<file path="src/rtl/core/sgrt_pkg.sv">
// Shared types and constants of the scatter/gather residual tracker.
package sgrt_pkg;

    localparam int SGRT_MAX_SEGS_DEFAULT = 16;

    localparam int CMD_W    = 2;
    localparam int TOTAL_W  = 5;
    localparam int POS_W    = 4;
    localparam int INDEX_W  = 5;
    localparam int WORD_W   = 32;
    localparam int RESID_W  = 36;
    localparam int LEFT_W   = 5;

    typedef enum logic [CMD_W-1:0] {
        CMD_LOAD   = 2'd0,
        CMD_UPDATE = 2'd1,
        CMD_QUERY  = 2'd2,
        CMD_NOP    = 2'd3
    } cmd_t;

    // Controller to datapath commands.
    typedef struct packed {
        logic capture;
        logic set_counts;
        logic load_write;
        logic upd_apply;
        logic upd_read;
        logic upd_write;
        logic walk_start;
        logic walk_step;
        logic walk_acc;
        logic result_sum;
        logic finish;
    } sgrt_ctrl_t;

    // Datapath to controller status.
    typedef struct packed {
        cmd_t cmd;
        logic load_ok;
        logic load_write;
        logic upd_adjust;
        logic walk_empty;
        logic walk_last;
    } sgrt_stat_t;

endpackage

</file>
<file path="src/rtl/core/sgrt_ram.sv">
// Generic single-write, single-read RAM with registered read data.
module sgrt_ram #(
    parameter int WIDTH = 32,
    parameter int DEPTH = 16
) (
    input  logic                                  clk,
    input  logic                                  wr_en,
    input  logic [((DEPTH > 1) ? $clog2(DEPTH) : 1)-1:0] wr_addr,
    input  logic [WIDTH-1:0]                      wr_data,
    input  logic                                  rd_en,
    input  logic [((DEPTH > 1) ? $clog2(DEPTH) : 1)-1:0] rd_addr,
    output logic [WIDTH-1:0]                      rd_data
);

    logic [WIDTH-1:0] mem [DEPTH];
    logic [WIDTH-1:0] rd_data_reg;

    always_ff @(posedge clk)
    begin
        if (wr_en)
        begin
            mem[wr_addr] <= wr_data;
        end
        if (rd_en)
        begin
            rd_data_reg <= mem[rd_addr];
        end
    end

    assign rd_data = rd_data_reg;

endmodule

</file>
<file path="src/rtl/core/sgrt_ctrl.sv">
// Sequencing state machine of the scatter/gather residual tracker.
module sgrt_ctrl import sgrt_pkg::*; (
    input  logic       clk,
    input  logic       rst_n,
    input  logic       start,
    output logic       busy,
    input  sgrt_stat_t stat,
    output sgrt_ctrl_t ctrl
);

    typedef enum logic [3:0] {
        S_IDLE   = 4'b0001,
        S_EXEC   = 4'b0010,
        S_UPD_WR = 4'b0100,
        S_WALK   = 4'b1000
    } state_t;

    state_t state_reg;
    state_t state_next;

    always_ff @(posedge clk or negedge rst_n)
    begin
        if (!rst_n)
        begin
            state_reg <= S_IDLE;
        end
        else
        begin
            state_reg <= state_next;
        end
    end

    always_comb
    begin
        state_next = state_reg;
        ctrl       = '0;
        unique case (state_reg)
            S_IDLE:
            begin
                if (start)
                begin
                    ctrl.capture = 1'b1;
                    state_next   = S_EXEC;
                end
            end
            S_EXEC:
            begin
                unique case (stat.cmd)
                    CMD_LOAD:
                    begin
                        ctrl.set_counts = stat.load_ok;
                        ctrl.load_write = stat.load_ok & stat.load_write;
                        ctrl.finish     = 1'b1;
                        state_next      = S_IDLE;
                    end
                    CMD_UPDATE:
                    begin
                        ctrl.upd_apply = 1'b1;
                        if (stat.upd_adjust)
                        begin
                            ctrl.upd_read = 1'b1;
                            state_next    = S_UPD_WR;
                        end
                        else
                        begin
                            ctrl.finish = 1'b1;
                            state_next  = S_IDLE;
                        end
                    end
                    CMD_QUERY:
                    begin
                        if (stat.walk_empty)
                        begin
                            ctrl.finish = 1'b1;
                            state_next  = S_IDLE;
                        end
                        else
                        begin
                            ctrl.walk_start = 1'b1;
                            state_next      = S_WALK;
                        end
                    end
                    CMD_NOP:
                    begin
                        ctrl.finish = 1'b1;
                        state_next  = S_IDLE;
                    end
                endcase
            end
            S_UPD_WR:
            begin
                ctrl.upd_write = 1'b1;
                ctrl.finish    = 1'b1;
                state_next     = S_IDLE;
            end
            S_WALK:
            begin
                ctrl.walk_acc = 1'b1;
                if (stat.walk_last)
                begin
                    ctrl.result_sum = 1'b1;
                    ctrl.finish     = 1'b1;
                    state_next      = S_IDLE;
                end
                else
                begin
                    ctrl.walk_step = 1'b1;
                end
            end
            default:
            begin
                state_next = S_IDLE;
            end
        endcase
    end

    assign busy = (state_reg != S_IDLE);

endmodule

</file>
<file path="src/rtl/core/sgrt_datapath.sv">
// Datapath: captured beat, segment table, counts and residual accumulator.
module sgrt_datapath import sgrt_pkg::*; #(
    parameter int MAX_SEGS = SGRT_MAX_SEGS_DEFAULT
) (
    input  logic               clk,
    input  logic               rst_n,
    input  logic [CMD_W-1:0]   command,
    input  logic [TOTAL_W-1:0] seg_total,
    input  logic [POS_W-1:0]   seg_position,
    input  logic [INDEX_W-1:0] seg_index,
    input  logic [WORD_W-1:0]  seg_address,
    input  logic [WORD_W-1:0]  seg_count,
    input  logic [WORD_W-1:0]  remain,
    input  sgrt_ctrl_t         ctrl,
    output sgrt_stat_t         stat,
    output logic               done,
    output logic [RESID_W-1:0] residual_bytes,
    output logic [LEFT_W-1:0]  segments_left
);

    localparam int IDX_W = (MAX_SEGS > 1) ? $clog2(MAX_SEGS) : 1;
    localparam int CNT_W = $clog2(MAX_SEGS + 1);
    localparam int CMP_W = CNT_W + 6;

    cmd_t               cmd_reg;
    logic [TOTAL_W-1:0] total_reg;
    logic [POS_W-1:0]   pos_reg;
    logic [INDEX_W-1:0] index_reg;
    logic [WORD_W-1:0]  addr_reg;
    logic [WORD_W-1:0]  count_reg;
    logic [WORD_W-1:0]  remain_reg;

    logic [CNT_W-1:0]   saved_left_reg;
    logic [CNT_W-1:0]   current_left_reg;
    logic [IDX_W-1:0]   ptr_reg;
    logic [RESID_W-1:0] acc_reg;
    logic [RESID_W-1:0] residual_reg;
    logic               done_reg;

    logic               idx_in_range;
    logic [CNT_W-1:0]   upd_left;
    logic [IDX_W-1:0]   load_slot;
    logic [IDX_W-1:0]   walk_first;
    logic [IDX_W-1:0]   rd_addr;
    logic               rd_en;
    logic [IDX_W-1:0]   wr_addr;
    logic               wr_en;
    logic [WORD_W-1:0]  wr_addr_data;
    logic [WORD_W-1:0]  wr_count_data;
    logic [WORD_W-1:0]  rd_addr_data;
    logic [WORD_W-1:0]  rd_count_data;
    logic [RESID_W-1:0] acc_sum;

    // Hold the accepted beat for the whole command.
    always_ff @(posedge clk)
    begin
        if (ctrl.capture)
        begin
            cmd_reg    <= cmd_t'(command);
            total_reg  <= seg_total;
            pos_reg    <= seg_position;
            index_reg  <= seg_index;
            addr_reg   <= seg_address;
            count_reg  <= seg_count;
            remain_reg <= remain;
        end
    end

    assign idx_in_range = CMP_W'(index_reg) < CMP_W'(MAX_SEGS);
    assign upd_left     = idx_in_range
                        ? CNT_W'(CMP_W'(MAX_SEGS) - CMP_W'(index_reg)
                                 - CMP_W'(remain_reg == '0))
                        : '0;
    assign load_slot    = IDX_W'(CMP_W'(MAX_SEGS) - CMP_W'(total_reg) + CMP_W'(pos_reg));
    assign walk_first   = IDX_W'(CMP_W'(MAX_SEGS) - CMP_W'(saved_left_reg));

    assign stat.cmd        = cmd_reg;
    assign stat.load_ok    = CMP_W'(total_reg) <= CMP_W'(MAX_SEGS);
    assign stat.load_write = {1'b0, pos_reg} < total_reg;
    assign stat.upd_adjust = idx_in_range && (remain_reg != '0);
    assign stat.walk_empty = (saved_left_reg == '0);
    assign stat.walk_last  = (ptr_reg == IDX_W'(MAX_SEGS - 1));

    // Table port muxing.
    always_comb
    begin
        rd_en   = ctrl.upd_read | ctrl.walk_start | ctrl.walk_step;
        rd_addr = IDX_W'(index_reg);
        if (ctrl.walk_start)
        begin
            rd_addr = walk_first;
        end
        else if (ctrl.walk_step)
        begin
            rd_addr = ptr_reg + IDX_W'(1);
        end

        wr_en         = ctrl.load_write | ctrl.upd_write;
        wr_addr       = load_slot;
        wr_addr_data  = addr_reg;
        wr_count_data = count_reg;
        if (ctrl.upd_write)
        begin
            wr_addr       = IDX_W'(index_reg);
            wr_addr_data  = rd_addr_data + (rd_count_data - remain_reg);
            wr_count_data = remain_reg;
        end
    end

    sgrt_ram #(
        .WIDTH (WORD_W),
        .DEPTH (MAX_SEGS)
    ) u_addr_ram (
        .clk     (clk),
        .wr_en   (wr_en),
        .wr_addr (wr_addr),
        .wr_data (wr_addr_data),
        .rd_en   (rd_en),
        .rd_addr (rd_addr),
        .rd_data (rd_addr_data)
    );

    sgrt_ram #(
        .WIDTH (WORD_W),
        .DEPTH (MAX_SEGS)
    ) u_count_ram (
        .clk     (clk),
        .wr_en   (wr_en),
        .wr_addr (wr_addr),
        .wr_data (wr_count_data),
        .rd_en   (rd_en),
        .rd_addr (rd_addr),
        .rd_data (rd_count_data)
    );

    assign acc_sum = acc_reg + RESID_W'(rd_count_data);

    always_ff @(posedge clk)
    begin
        if (ctrl.walk_start)
        begin
            ptr_reg <= walk_first;
            acc_reg <= '0;
        end
        else if (ctrl.walk_acc)
        begin
            acc_reg <= acc_sum;
            if (ctrl.walk_step)
            begin
                ptr_reg <= ptr_reg + IDX_W'(1);
            end
        end
        if (ctrl.finish)
        begin
            residual_reg <= ctrl.result_sum ? acc_sum : '0;
        end
    end

    always_ff @(posedge clk or negedge rst_n)
    begin
        if (!rst_n)
        begin
            saved_left_reg   <= '0;
            current_left_reg <= '0;
            done_reg         <= 1'b0;
        end
        else
        begin
            done_reg <= ctrl.finish;
            if (ctrl.set_counts)
            begin
                saved_left_reg   <= CNT_W'(total_reg);
                current_left_reg <= CNT_W'(total_reg);
            end
            else if (ctrl.upd_apply)
            begin
                current_left_reg <= upd_left;
            end
        end
    end

    assign done           = done_reg;
    assign residual_bytes = residual_reg;
    assign segments_left  = LEFT_W'(current_left_reg);

endmodule

</file>
<file path="src/rtl/core/scatter_gather_residual_tracker_core.sv">
// Sequence: a beat accepted while idle is decoded in the execute state; loads, simple updates,
//   no-ops and empty queries finish there, a partial-segment update adds a table write state,
//   and a residual query walks the saved slots; done is registered from the finishing state.
// Flow: one beat in flight; a new beat is taken while done shows; the walk reads one slot per cycle.
// Reset: rst_n clears the counts and control state; table entries stay unknown until loaded.
// Results are strobed for one cycle by done; the receiver cannot stall.
module scatter_gather_residual_tracker_core import sgrt_pkg::*; #(
    parameter int MAX_SEGS = SGRT_MAX_SEGS_DEFAULT
) (
    input  logic               clk,
    input  logic               rst_n,
    input  logic               start,
    output logic               busy,
    input  logic [CMD_W-1:0]   command,
    input  logic [TOTAL_W-1:0] seg_total,
    input  logic [POS_W-1:0]   seg_position,
    input  logic [INDEX_W-1:0] seg_index,
    input  logic [WORD_W-1:0]  seg_address,
    input  logic [WORD_W-1:0]  seg_count,
    input  logic [WORD_W-1:0]  remain,
    output logic               done,
    output logic [RESID_W-1:0] residual_bytes,
    output logic [LEFT_W-1:0]  segments_left
);

    // Command and status between the sequencer and the datapath.
    sgrt_ctrl_t ctrl;
    sgrt_stat_t stat;

    // The sequencer takes a beat whenever it sits idle and start is high. It then
    // decodes the captured command in an execute state: loads and simple updates
    // finish there, a partial-segment update adds a read-modify-write of the
    // table, and a residual query walks the table one slot per cycle from the
    // first occupied slot up to the last.
    sgrt_ctrl u_ctrl (
        .clk   (clk),
        .rst_n (rst_n),
        .start (start),
        .busy  (busy),
        .stat  (stat),
        .ctrl  (ctrl)
    );

    // The datapath holds the captured beat, the right-justified segment table
    // (address and count memories with registered reads), the saved and current
    // segments-left counts, the walk pointer and the 36-bit accumulator. The
    // result registers and the done strobe are loaded on the finishing cycle.
    sgrt_datapath #(
        .MAX_SEGS (MAX_SEGS)
    ) u_datapath (
        .clk            (clk),
        .rst_n          (rst_n),
        .command        (command),
        .seg_total      (seg_total),
        .seg_position   (seg_position),
        .seg_index      (seg_index),
        .seg_address    (seg_address),
        .seg_count      (seg_count),
        .remain         (remain),
        .ctrl           (ctrl),
        .stat           (stat),
        .done           (done),
        .residual_bytes (residual_bytes),
        .segments_left  (segments_left)
    );

endmodule

</file>
<file path="config.mk">
export PLATFORM = sky130hd
export DESIGN_NAME = scatter_gather_residual_tracker_core
export DESIGN_NICKNAME = d
export VERILOG_FILES = /design/src/rtl/core/sgrt_pkg.sv /design/src/rtl/core/sgrt_ram.sv /design/src/rtl/core/sgrt_ctrl.sv /design/src/rtl/core/sgrt_datapath.sv /design/src/rtl/core/scatter_gather_residual_tracker_core.sv
export SDC_FILE = /design/constraint.sdc
export NUM_CORES = 1
export LEC_CHECK = 0
export ABC_AREA = 0
export BUFFER_PORTS_ARGS = -buffer_cell sky130_fd_sc_hd__buf_4
export CELL_PAD_IN_SITES_DETAIL_PLACEMENT = 0
export CELL_PAD_IN_SITES_GLOBAL_PLACEMENT = 1
export CORE_UTILIZATION = 57
export CTS_CLUSTER_DIAMETER = 60
export DETAILED_ROUTE_END_ITERATION = 6
export GPL_ROUTABILITY_DRIVEN = 0
export HOLD_SLACK_MARGIN = 0.15
export PLACE_DENSITY_LB_ADDON = 0.1
export SLEW_MARGIN = 20
export SYNTH_ARGS = -nofsm -noshare
export SYNTH_HDL_FRONTEND = slang
export SYNTH_HIERARCHICAL = 1
export SYNTH_SLANG_ARGS = --single-unit
</file>
<file path="constraint.sdc">
create_clock -name clk -period 12.2 [get_ports clk]
set_input_delay 2.44 -clock clk [delete_from_list [all_inputs] [get_ports clk]]
set_output_delay 2.44 -clock clk [all_outputs]
set_load 0.05 [all_outputs]
</file>
Yosys cells after proc, flatten, opt, wreduce, memory -nomap -nowiden
Memory sizes are Yosys's and may differ from the RTL's. A register that Yosys moved wholly into a read port is not among the register bits.
Cells that the tools add are included.

word-level totals
  bits in registers = 171
  memories = 1
  output and inout port bits = 43
  logic and storage cells = 85
  memory bits (writable) = 512
  input bits = 115

operators by class
  reduce and logical (&&, ||, !) cells = 11
  $lt $le $gt $ge = 3
  multiplexer cells = 35
  equality and inequality tests = 11
  bitwise gates (word level) = 4
  add/sub/neg operators = 7

memory list
  memory                      words  bits a word  rd ports  clocked after Yosys merged registers in  write ports  RTL line        RTL
  u_datapath.u_count_ram.mem  16     32           1         1                                        1            sgrt_ram.sv:15  logic [WIDTH-1:0] mem [DEPTH];

operators with widths
  operator               number
  $mux W4                10
  $add A36 B32 Y36       1
  $logic_not A32 Y1      1
  $mux W32               1
  $reduce_bool A32 Y1    1
  $pmux W4 S3            2
  $mux W5                3
  $mux W1                12
  $eq A4 B4 Y1 const B   2
  $sub A1 B4 Y4 const A  2
  $mux W2                3
  $mux W3                2
  $pmux W1 S3            2
  $reduce_bool A2 Y1     3
  $le A5 B5 Y1 const B   1
  $logic_not A5 Y1       1
  $lt A4 B5 Y1           1
  $lt A5 B5 Y1 const B   1
  $sub A5 B1 Y5          1
  $sub A5 B5 Y5 const A  1
  $add A4 B1 Y4 const B  1
  $add A4 B4 Y4          1
  $eq A2 B2 Y1 const B   2
  $eq A4 B1 Y1 const B   1
  11 further kinds       15

Longest topological paths before layout
Gate-level depths: netlist (run 1).

  depth after elaboration = 8
  mapped depth = 13
  mapped depth without buffers = 11

Modules after synthesis
The synthesis (run 1) kept the hierarchy.

modules (own cells, without submodules)
  module         seq. area each (um^2)  area each (um^2)  instances  cells an instance
  sgrt_ram       16335.7                20155.6           1          838
  sgrt_datapath  4599.4                 8476.9            1          737
  sgrt_ctrl      101.3                  360.3             1          34

Worst setup path before layout (run 1)
No wires, ideal clock.

  kind = flip-flop to flip-flop
  from = register u_datapath.total_reg[1]
  to = memory u_datapath.u_count_ram.mem[0][0], enable pin
  period minus slack after synthesis = 4650 ps
  data required time = 11739 ps
  path buffers = 0
  data arrival time = 4189 ps
  path slack = 7550 ps
  setup time = 461 ps
  cell stages (with the launch flop) = 12
  cell sequence = edfxtp_1 > inv_1 > ha_1 > nor2b_1 > o21ai_0 > nand2b_1 > a21oi_1 > or2_2 > and2_1 > or2_2 > or3b_2 > nor3_1

RTL lines
  item                      RTL line             RTL
  start: declaration        sgrt_datapath.sv:26  logic [TOTAL_W-1:0] total_reg;
  start signal: assignment  sgrt_datapath.sv:60  total_reg <= seg_total;
  end: declaration          sgrt_ram.sv:15

==> results of run 1 <==
[cell usage in the layout (no fill, tap or decap), types with 5 or more instances in the layout]
cell type / synthesis / final
xor2_1: 15 / 15
nor2_1: 84 / 71
nor4_1: 8 / 8
buf_4: 9 / 156
clkbuf_1: 43 / 15
clkinv_2: 0 / 10
o21ai_1: 5 / 5
a21o_1: 20 / 20
nor2_4: 0 / 12
and3_1: 13 / 13
and2_1: 27 / 27
o21ai_0: 40 / 37
nor3_1: 10 / 6
clkbuf_16: 0 / 76
clkinv_1: 1 / 14
dfrtp_1: 14 / 14
nand3_1: 14 / 14
mux2_2: 33 / 33
nand2b_1: 8 / 8
xnor2_1: 29 / 29
ha_1: 48 / 48
nor2b_1: 12 / 10
a22oi_1: 64 / 64
mux4_2: 128 / 128
edfxtp_1: 664 / 664
mux2i_1: 30 / 30
a211oi_1: 11 / 11
nand2_1: 73 / 73
dfxtp_1: 36 / 36
a21oi_1: 37 / 37
inv_1: 27 / 27
nand4_1: 10 / 10
or3_1: 5 / 5
[worst max-delay path by stage]
| stage | from | to | cells after the start |
|---|---|---|---|
| global route | u_ctrl/state_reg[1] | u_datapath/u_count_ram/rd_data[14] | 10 |
| global placement | u_ctrl/state_reg[1] | u_datapath/u_count_ram/rd_data[14] | 10 |
| detailed placement | u_ctrl/state_reg[1] | u_datapath/u_count_ram/rd_data[3] | 10 |
| finish | u_ctrl/state_reg[1] | u_datapath/u_count_ram/rd_data[14] | 10 |
| CTS | u_ctrl/state_reg[1] | u_datapath/u_count_ram/rd_data[14] | 10 |
| floorplan | u_datapath/total_reg[1] | u_datapath/u_count_ram/mem[0][0] | 11 |
[logic make-up after synthesis]
| logic type | after synthesis |
|---|---|
| buffers and inverters | 105 |
| XOR/XNOR | 44 |
| AO/OA/AOI/OAI | 217 |
| flip-flops | 715 |
| AND/OR/NAND/NOR | 287 |
| adder cells (fa/ha/maj) | 50 |
| multiplexers | 191 |
[routing by layer]
metal | up-vias | GRT usage | share of wire
met1 | 7669 | 0.3434 | 0.43
met5 | - | 0 | 0
met4 | 0 | 0.08898 | 0.024
li1 | 6730 | - | -
met2 | 485 | 0.3960 | 0.49
met3 | 100 | 0.03769 | 0.057
[area by class of cell]
cell class / instances / area share
flip-flops and latches: 715 / 0.6361
clock buffers: 91 / 0.05921
inverters: 28 / 0.003178
repair buffers: 157 / 0.03624
clock inverters: 33 / 0.007756
well taps: 672 / 0.02542
multi-input cells: 789 / 0.2321
[through the flow]
step | std cells | hold slack (ns) | setup WS (ns) | area (sq um) | utilization
2_1_floorplan | 1609 | 0.4595 | 7.550 | 28990 | -
3_3_place_gp | 2360 | 0.4773 | 6.866 | 30830 | 0.6145
3_5_place_dp | 2360 | 0.4894 | 6.848 | 30830 | 0.6145
4_1_cts | 2484 | 0.4995 | 6.823 | 33040 | 0.6586
5_1_grt | 2485 | 0.5207 | 6.528 | 33070 | 0.6592
6_report | 2485 | 0.4939 | 7.020 | 33070 | 0.6592
[where the power goes]
group | leakage (nW) | switching [mW] | internal (mW)
Combinational | 3.68 | 0.536 | 0.327
Sequential | 6.51 | 0.0537 | 2.83
Clock | 1.09 | 0.894 | 1.20
[worst max-delay path, cell delays in order, from the launching register on]
cell and delay, ns:
dfrtp_1 0.47, nor4b_4 0.27, buf_4 0.57, and2b_1 0.38, o21ai_0 0.18, o21ai_4 0.74, buf_4 0.67, buf_4 0.63
mux4_2 0.60, a22oi_1 0.25, nand2_1 0.08
==> results.cfg, run 1 <==
[status]
status = finished clean

[synth]
synth_flop_cell = edfxtp_1
synth.distinct_cells = 68
synth_area_leaders = edfxtp_1 (69%), mux4_2 (9.9%), dfxtp_1 (2.5%)
synth_seq_cells = 715
synthTopCellsByCount = edfxtp_1 (664), mux4_2 (128), nor2_1 (84)
syn_avg_cell_area_sq_um = 18.02
synth_warnings = 6
synthSimpleGateAreaFrac = 0.05006
synth_edf_count = 664
synthXorXnorAreaFrac = 0.01329
yosys.area.top_type = edfxtp_1
synth_top_family_by_area = multiplexers
synth_compound_area_frac = 0.05114
synth_top_area_frac = 0.6877
async_flop_share = 0.02098
synth_most_common_cell = edfxtp_1
yosysSeqAreaShare = 0.7256
synthAdderAreaFrac = 0.02210
synthesis.area_sq_mm = 0.02899
syn_inst = 1609
synthMuxAreaShare = 0.1226
syn-num-nets = 1774

[clocking]
cts_buffer_depth = 3
insertion_delay_ns = 0.62
postCtsSetupRepairBufs = 0
clkSlewWorstSetupHoldPaths_ns = 0.06
cts-root-buf = clkbuf_16
holdBufCountCts = 0
cts_sinks = 715
cts_buffers = 73
cts_max_level = 3
cts_tree = yes
cts_resized = 0

[routing]
antenna_left = 0
first_iter_violations = 1420
first_pass_iters = 5
via_per_inst = 6.030
vias = 14980
routed_wl_um = 61550
wire_per_inst_um = 24.77
drcViolationCount = 0

[die]
initial_core_util = 0.5779
rows = 82
ioPinCount = 158
die_x_um = 227.5
core_area_sq_mm = 0.05017
die-area_sq_mm = 0.05177
die_h_um = 227.5

[setup_path]
worstSetupPathType = reg2reg
cp-end-kind = register
worst_ep_arrival_time_ns = 5.53
r2r_slack_ns = 7.02
r2r_cells = 10
worst_setup_path_start_kind = register
timing.rr.end = u_datapath/u_count_ram/rd_data[14]
worstReg2RegStart = u_ctrl/state_reg[1]
crit_required_ns = 12.55
cp_max_fo = 47

[sta]
setup_viol = 0
worst_slew_pin_slew_ns = 1.063
tns_ns = 0
hold_violations = 0
grt_setup_unrepaired = false
slew-limit-headroom = 0.2845
timing.fmax_mhz = 193.1
min_period_ns = 5.180
skew_ns = 0.02866
min_period_over_period = 0.4246
slew_viol_final = 0

[final_layout]
synthToLayoutAreaGrowth_pct = 14.07
largest_reg_flops = 512
final_layout_size_suffix_gt1_frac = 0.2543
diodes = 0
fin_nets = 1929
multiInputGateArea_sq_mm = 0.007676
regArea_sq_mm = 0.02104
fillers = 3381

[grt]
antenna_found_initial = 2
grtUsageTotal = 0.2456
grt_first_pass_wirelength_um = 91310
grt_max_degree = 69
overflow = 0
grt_pass1_vias = 15040

[power]
leakage_nw = 11.27
p_total_mw = 5.845
p_per_area_mw_per_mm2 = 176.7
ir_worst_vdd_mv = 0.1217

[min_path]
holdPathStages = 2
holdCritPathClass = reg2reg
hp-start = u_datapath/acc_reg[2]
whs_endpoint = u_datapath/acc_reg[2]

[run]
drv_cap = 0

[placed_design]
dp.final_hpwl_um = 34790
place.port_buffers = 125
Note: power is estimated with default switching activity, not from simulation.
==> inputs of run 2 (changes only) <==
--- a/config.mk
+++ b/config.mk
@@ -9,7 +9,7 @@
 export BUFFER_PORTS_ARGS = -buffer_cell sky130_fd_sc_hd__buf_4
 export CELL_PAD_IN_SITES_DETAIL_PLACEMENT = 0
 export CELL_PAD_IN_SITES_GLOBAL_PLACEMENT = 1
-export CORE_UTILIZATION = 57
+export CORE_UTILIZATION = 53
 export CTS_CLUSTER_DIAMETER = 60
 export DETAILED_ROUTE_END_ITERATION = 6
 export GPL_ROUTABILITY_DRIVEN = 0
==> constraint.sdc (replaced) <==
create_clock -name clk -period 5.26 [get_ports clk]
set_input_delay 1.052 -clock clk [delete_from_list [all_inputs] [get_ports clk]]
set_output_delay 1.052 -clock clk [all_outputs]
set_load 0.05 [all_outputs]
==> results.cfg, run 2 (synthesis results as in run 1) <==
[power]
p_per_area_mw_per_mm2 = 421.5
leakage_nw = 11.51
clockPowerShare = 0.383
p_int_mw = 10.59
combPwrFrac = 0.143
switchingPower_mw = 3.548
ir_worst_vdd_mv = 0.2760
seqPwrFrac = 0.474
p_sw_frac = 0.2509
p_total_mw = 14.14

[routing]
via_per_inst = 5.916
first_iter_violations = 1176
routed_wl_um = 61500
antenna_left = 0
vias = 14970
wire_per_inst_um = 24.31
drcViolationCount = 0
first_pass_iters = 5

[die]
ioPinCount = 158
die_h_um = 235.9
rows = 85
initial_core_util = 0.5377
die_x_um = 235.9
core_area_sq_mm = 0.05392
die-area_sq_mm = 0.05564

[final_layout]
layout_common_cells = edfxtp_1 (664), buf_4 (157), mux4_2 (128)
diodes = 0
fin_cells = 2530
utilization = 0.6221
final_layout_size_suffix_gt1_frac = 0.2672
synthToLayoutAreaGrowth_pct = 15.70
largest_reg_flops = 512
final_common_cell = edfxtp_1
fin_nets = 1939

[setup_path]
cp-end-kind = register
cp_num_buf_inv = 2
worstSetupPathType = reg2reg
slowest_delay_ns = 0.49
cp_max_fo = 45
path_cells = nor4b_4 > and3b_2 > buf_4 > nand2_1 > o21ai_4 > buf_4 > mux4_2 > a22oi_1 > nand2_1
worst_setup_path_start_kind = register
worst_ep_arrival_time_ns = 4.16
cpMaxStageDelayCell = dfrtp_1
crit_required_ns = 5.61
crit_family = simple AND/OR/NAND/NOR gates

[sta]
min_period_over_period = 0.7242
skew_ns = 0.02329
min_period_ns = 3.809
grt_setup_unrepaired = false
setup_viol = 0
slew_viol_final = 0
tns_ns = 0
hold_violations = 0
slew-limit-headroom = 0.3444
timing.fmax_mhz = 262.5
worst_slew_pin_slew_ns = 0.9797

[clocking]
cts_max_level = 3
postCtsSetupRepairBufs = 0
cts_resized = 0
cts_buffers = 76
cts_sinks = 715
cts_buffer_depth = 3
holdBufCountCts = 0
cts_tree = yes
clkSlewWorstSetupHoldPaths_ns = 0.06
cts-root-buf = clkbuf_16
insertion_delay_ns = 0.62

[status]
status = finished clean

[grt]
grt_first_pass_wirelength_um = 92920
overflow = 0
grt_max_degree = 82
antenna_found_initial = 2
grtUsageTotal = 0.2266
grt_pass1_vias = 15150

[run]
drv_cap = 0

[placed_design]
place.port_buffers = 125
dp.final_hpwl_um = 34960
dp.cells = 2392

[min_path]
holdCritPathClass = in2async
-- run 2: cell count changes in the layout (fill, tap and decap cells not counted), sizes merged --
| cell | change |
|---|---|
| clkinv | +11 |
| bufinv | +8 |
| buf | +7 |
| clkbuf | -7 |
| inv | +2 |
-- run 2: path summary, 6_finish.rpt --
check / start / to / slack, ns / cells past startpoint
min in group clk: u_datapath/acc_reg[14] / u_datapath/acc_reg[14] / 0.50 / 2
max in group asynchronous: rst_n / u_ctrl/state_reg[0] / 4.72 / 1
hold reg to reg: u_datapath/acc_reg[14] / u_datapath/acc_reg[14] / 0.50 / 2
setup / recovery: u_ctrl/state_reg[1] / u_datapath/u_count_ram/rd_data[7] / 1.45 / 9
setup reg to reg: u_ctrl/state_reg[1] / u_datapath/u_count_ram/rd_data[7] / 1.45 / 9
hold / removal: rst_n / u_datapath/segments_left[2] / 0.29 / 1
-- run 2: power by group through the flow --
stage,sequential (mW),clock (mW),combinational (mW)
4_1_cts,6.70,5.51,2.04
5_1_grt,6.72,5.72,2.21
3_5_place_dp,6.82,0,2.03
2_1_floorplan,6.89,0,1.30
3_3_place_gp,6.81,0,2.00
6_report,6.70,5.41,2.03
-- run 2: cell type report --
type / instances / area [sq um]
flip-flops and latches: 715 / 21040
fillers: 3876 / 20380
multi-input cells: 789 / 7676
clock buffers: 84 / 1953
repair buffers: 164 / 1319
well taps: 696 / 870.8
clock inverters: 54 / 584.3
inverters: 28 / 105.1
-- run 2: worst register-to-register path, stage by stage, from the launching register on --
cell and delay (ns):
dfrtp_1 0.49, nor4b_4 0.37, and3b_2 0.39, buf_4 0.50, nand2_1 0.21, o21ai_4 0.40, buf_4 0.50, mux4_2 0.37
a22oi_1 0.23, nand2_1 0.10
-- run 2: layer usage --
metal,part of all wire,track usage
met1,0.44,0.3163
met5,0.00028,0
met2,0.49,0.3707
met3,0.052,0.03651
met4,0.022,0.06694
-- run 2: per-stage QoR --
stage / setup slack, ns / cell area, sq um / hold WS, ns
after floorplan: 0.6102 / 28990 / 0.4595
after global placement: 1.476 / 31010 / 0.4792
after detailed placement: 1.419 / 31010 / 0.4881
after CTS: 1.401 / 33540 / 0.2631
after global routing: 1.147 / 33540 / 0.2701
final: 1.451 / 33540 / 0.2854
==> inputs of run 3 (changes only) <==
==> constraint.sdc (replaced) <==
create_clock -name clk -period 3.9 [get_ports clk]
set_input_delay 0.78 -clock clk [delete_from_list [all_inputs] [get_ports clk]]
set_output_delay 0.78 -clock clk [all_outputs]
set_load 0.05 [all_outputs]
==> results.cfg, run 3 (synthesis results as in run 1) <==
[routing]
drcViolationCount = 0
first_pass_iters = 6
routed_wl_um = 61890
via_per_inst = 5.915
first_iter_violations = 1222
vias = 14950
wire_per_inst_um = 24.49
antenna_left = 0

[setup_path]
cp-end-kind = register
crit_required_ns = 4.30
cp_max_fo = 32
timing.rr.end = u_datapath/u_count_ram/rd_data[16]
worst_setup_path_start_kind = register
r2r_cells = 9
worstReg2RegStart = u_ctrl/state_reg[1]
worstSetupPathType = reg2reg
worst_ep_arrival_time_ns = 3.96
r2r_slack_ns = 0.35

[power]
p_per_area_mw_per_mm2 = 547.2
p_total_mw = 18.38
switchingPower_mw = 4.618
clockPowerShare = 0.357
leakage_nw = 11.45
p_int_mw = 13.76
seqPwrFrac = 0.491
combPwrFrac = 0.151
ir_worst_vdd_mv = 0.4072
p_sw_frac = 0.2512

[clocking]
cts_buffer_depth = 3
clkSlewWorstSetupHoldPaths_ns = 0.06
cts_buffers = 76
cts_sinks = 715
cts_tree = yes
cts_resized = 0
insertion_delay_ns = 0.60
cts-root-buf = clkbuf_16
cts_max_level = 3
postCtsSetupRepairBufs = 0

[final_layout]
utilization = 0.6229
fin_nets = 1949
final_layout_size_suffix_gt1_frac = 0.2585
layout_common_cells = edfxtp_1 (664), buf_4 (146), mux4_2 (128)
fillers = 3818
multiInputGateArea_sq_mm = 0.007701
final_area_sq_mm = 0.03359
largest_reg_flops = 512
regArea_sq_mm = 0.02104
final_common_cell = edfxtp_1
synthToLayoutAreaGrowth_pct = 15.85
fin_cells = 2527

[grt]
grt_pass1_vias = 15290
grt_first_pass_wirelength_um = 93230
grtUsageTotal = 0.2276
grt_max_degree = 47
overflow = 0
antenna_found_initial = 1

[sta]
tns_ns = 0
setup_viol = 0
timing.final.ws_setup_ns = 0.3462
timing.fmax_mhz = 281.4
min_period_over_period = 0.9112
grt_setup_unrepaired = false
min_period_ns = 3.554
whs_ns = 0.3549
skew_ns = 0.02257
hold_violations = 0
slew-limit-headroom = 0.4446
worst_slew_pin_slew_ns = 0.8255
slew_viol_final = 0

[status]
status = finished clean

[placed_design]
dp.final_hpwl_um = 36000
place.port_buffers = 125
placed_area_sq_mm = 0.03135
dp.cells = 2401
dp_slack_ns = 0.3846

[die]
core_area_sq_mm = 0.05392
die-area_sq_mm = 0.05564
rows = 85
initial_core_util = 0.5377
die_x_um = 235.9
die_h_um = 235.9
ioPinCount = 158

[min_path]
holdCritPathClass = in2reg
hp-start = seg_count[2]
holdPathStages = 1
whs_endpoint = u_datapath/count_reg[2]

[run]
drv_cap = 0
==> run 3: worst max-delay path, stage by stage, from the launching register on <==
cell,delay [ns]
dfrtp_1,0.50
nor4b_4,0.38
and3b_2,0.39
buf_4,0.28
clkinv_1,0.11
o21ai_0,0.50
nor2b_2,0.24
buf_4,0.50
a22oi_1,0.19
nand2_1,0.23
==> run 3: area by class of cell <==
type                       instances  share of cell area
tap                              696             0.02593
timing repair buffer             174             0.04902
multi-input combinational        789              0.2293
clock buffer                      98             0.05972
sequential                       715              0.6263
clock inverter                    26            0.006519
antenna                            1          0.00007450
inverter                          28            0.003129
==> run 3: power groups by stage <==
stage          Sequential (mW)  Combinational, mW  Clock [mW]
3_5_place_dp              9.19               2.78           0
6_report                  9.03               2.78        6.57
4_1_cts                   9.04               2.80        6.71
5_1_grt                   9.06               3.03        7.02
3_3_place_gp              9.19               2.75           0
2_1_floorplan             9.30               1.75           0
==> run 3: worst max-delay path by stage <==
stage          slack (ns)                                 end                              start  cells past startpoint
2_1_floorplan        0.12    u_datapath/u_count_ram/mem[1][0]            u_datapath/total_reg[1]                     11
3_3_place_gp         0.48       u_datapath/residual_bytes[34]  u_datapath/u_count_ram/rd_data[0]                     11
3_5_place_dp         0.38  u_datapath/u_count_ram/rd_data[13]                u_ctrl/state_reg[1]                      9
4_1_cts              0.35   u_datapath/u_count_ram/rd_data[3]                u_ctrl/state_reg[1]                      9
5_1_grt              0.13   u_datapath/u_count_ram/rd_data[1]                u_ctrl/state_reg[1]                      9
6_report             0.35  u_datapath/u_count_ram/rd_data[16]                u_ctrl/state_reg[1]                      9
==> run 3: metal layers <==
metal  track usage  wire, um  vias up
met2        0.3728     30340      425
met4       0.06972      1294        0
li1              -         -     6773
met5             0         0        -
met1        0.3186     26840     7655
met3       0.03347      3422       95
==> run 3: what timing repair did <==
action                     in CTS  in global routing
hold buffers                    1                  0
setup endpoints to repair       0                  0
hold endpoints to repair       14                  0
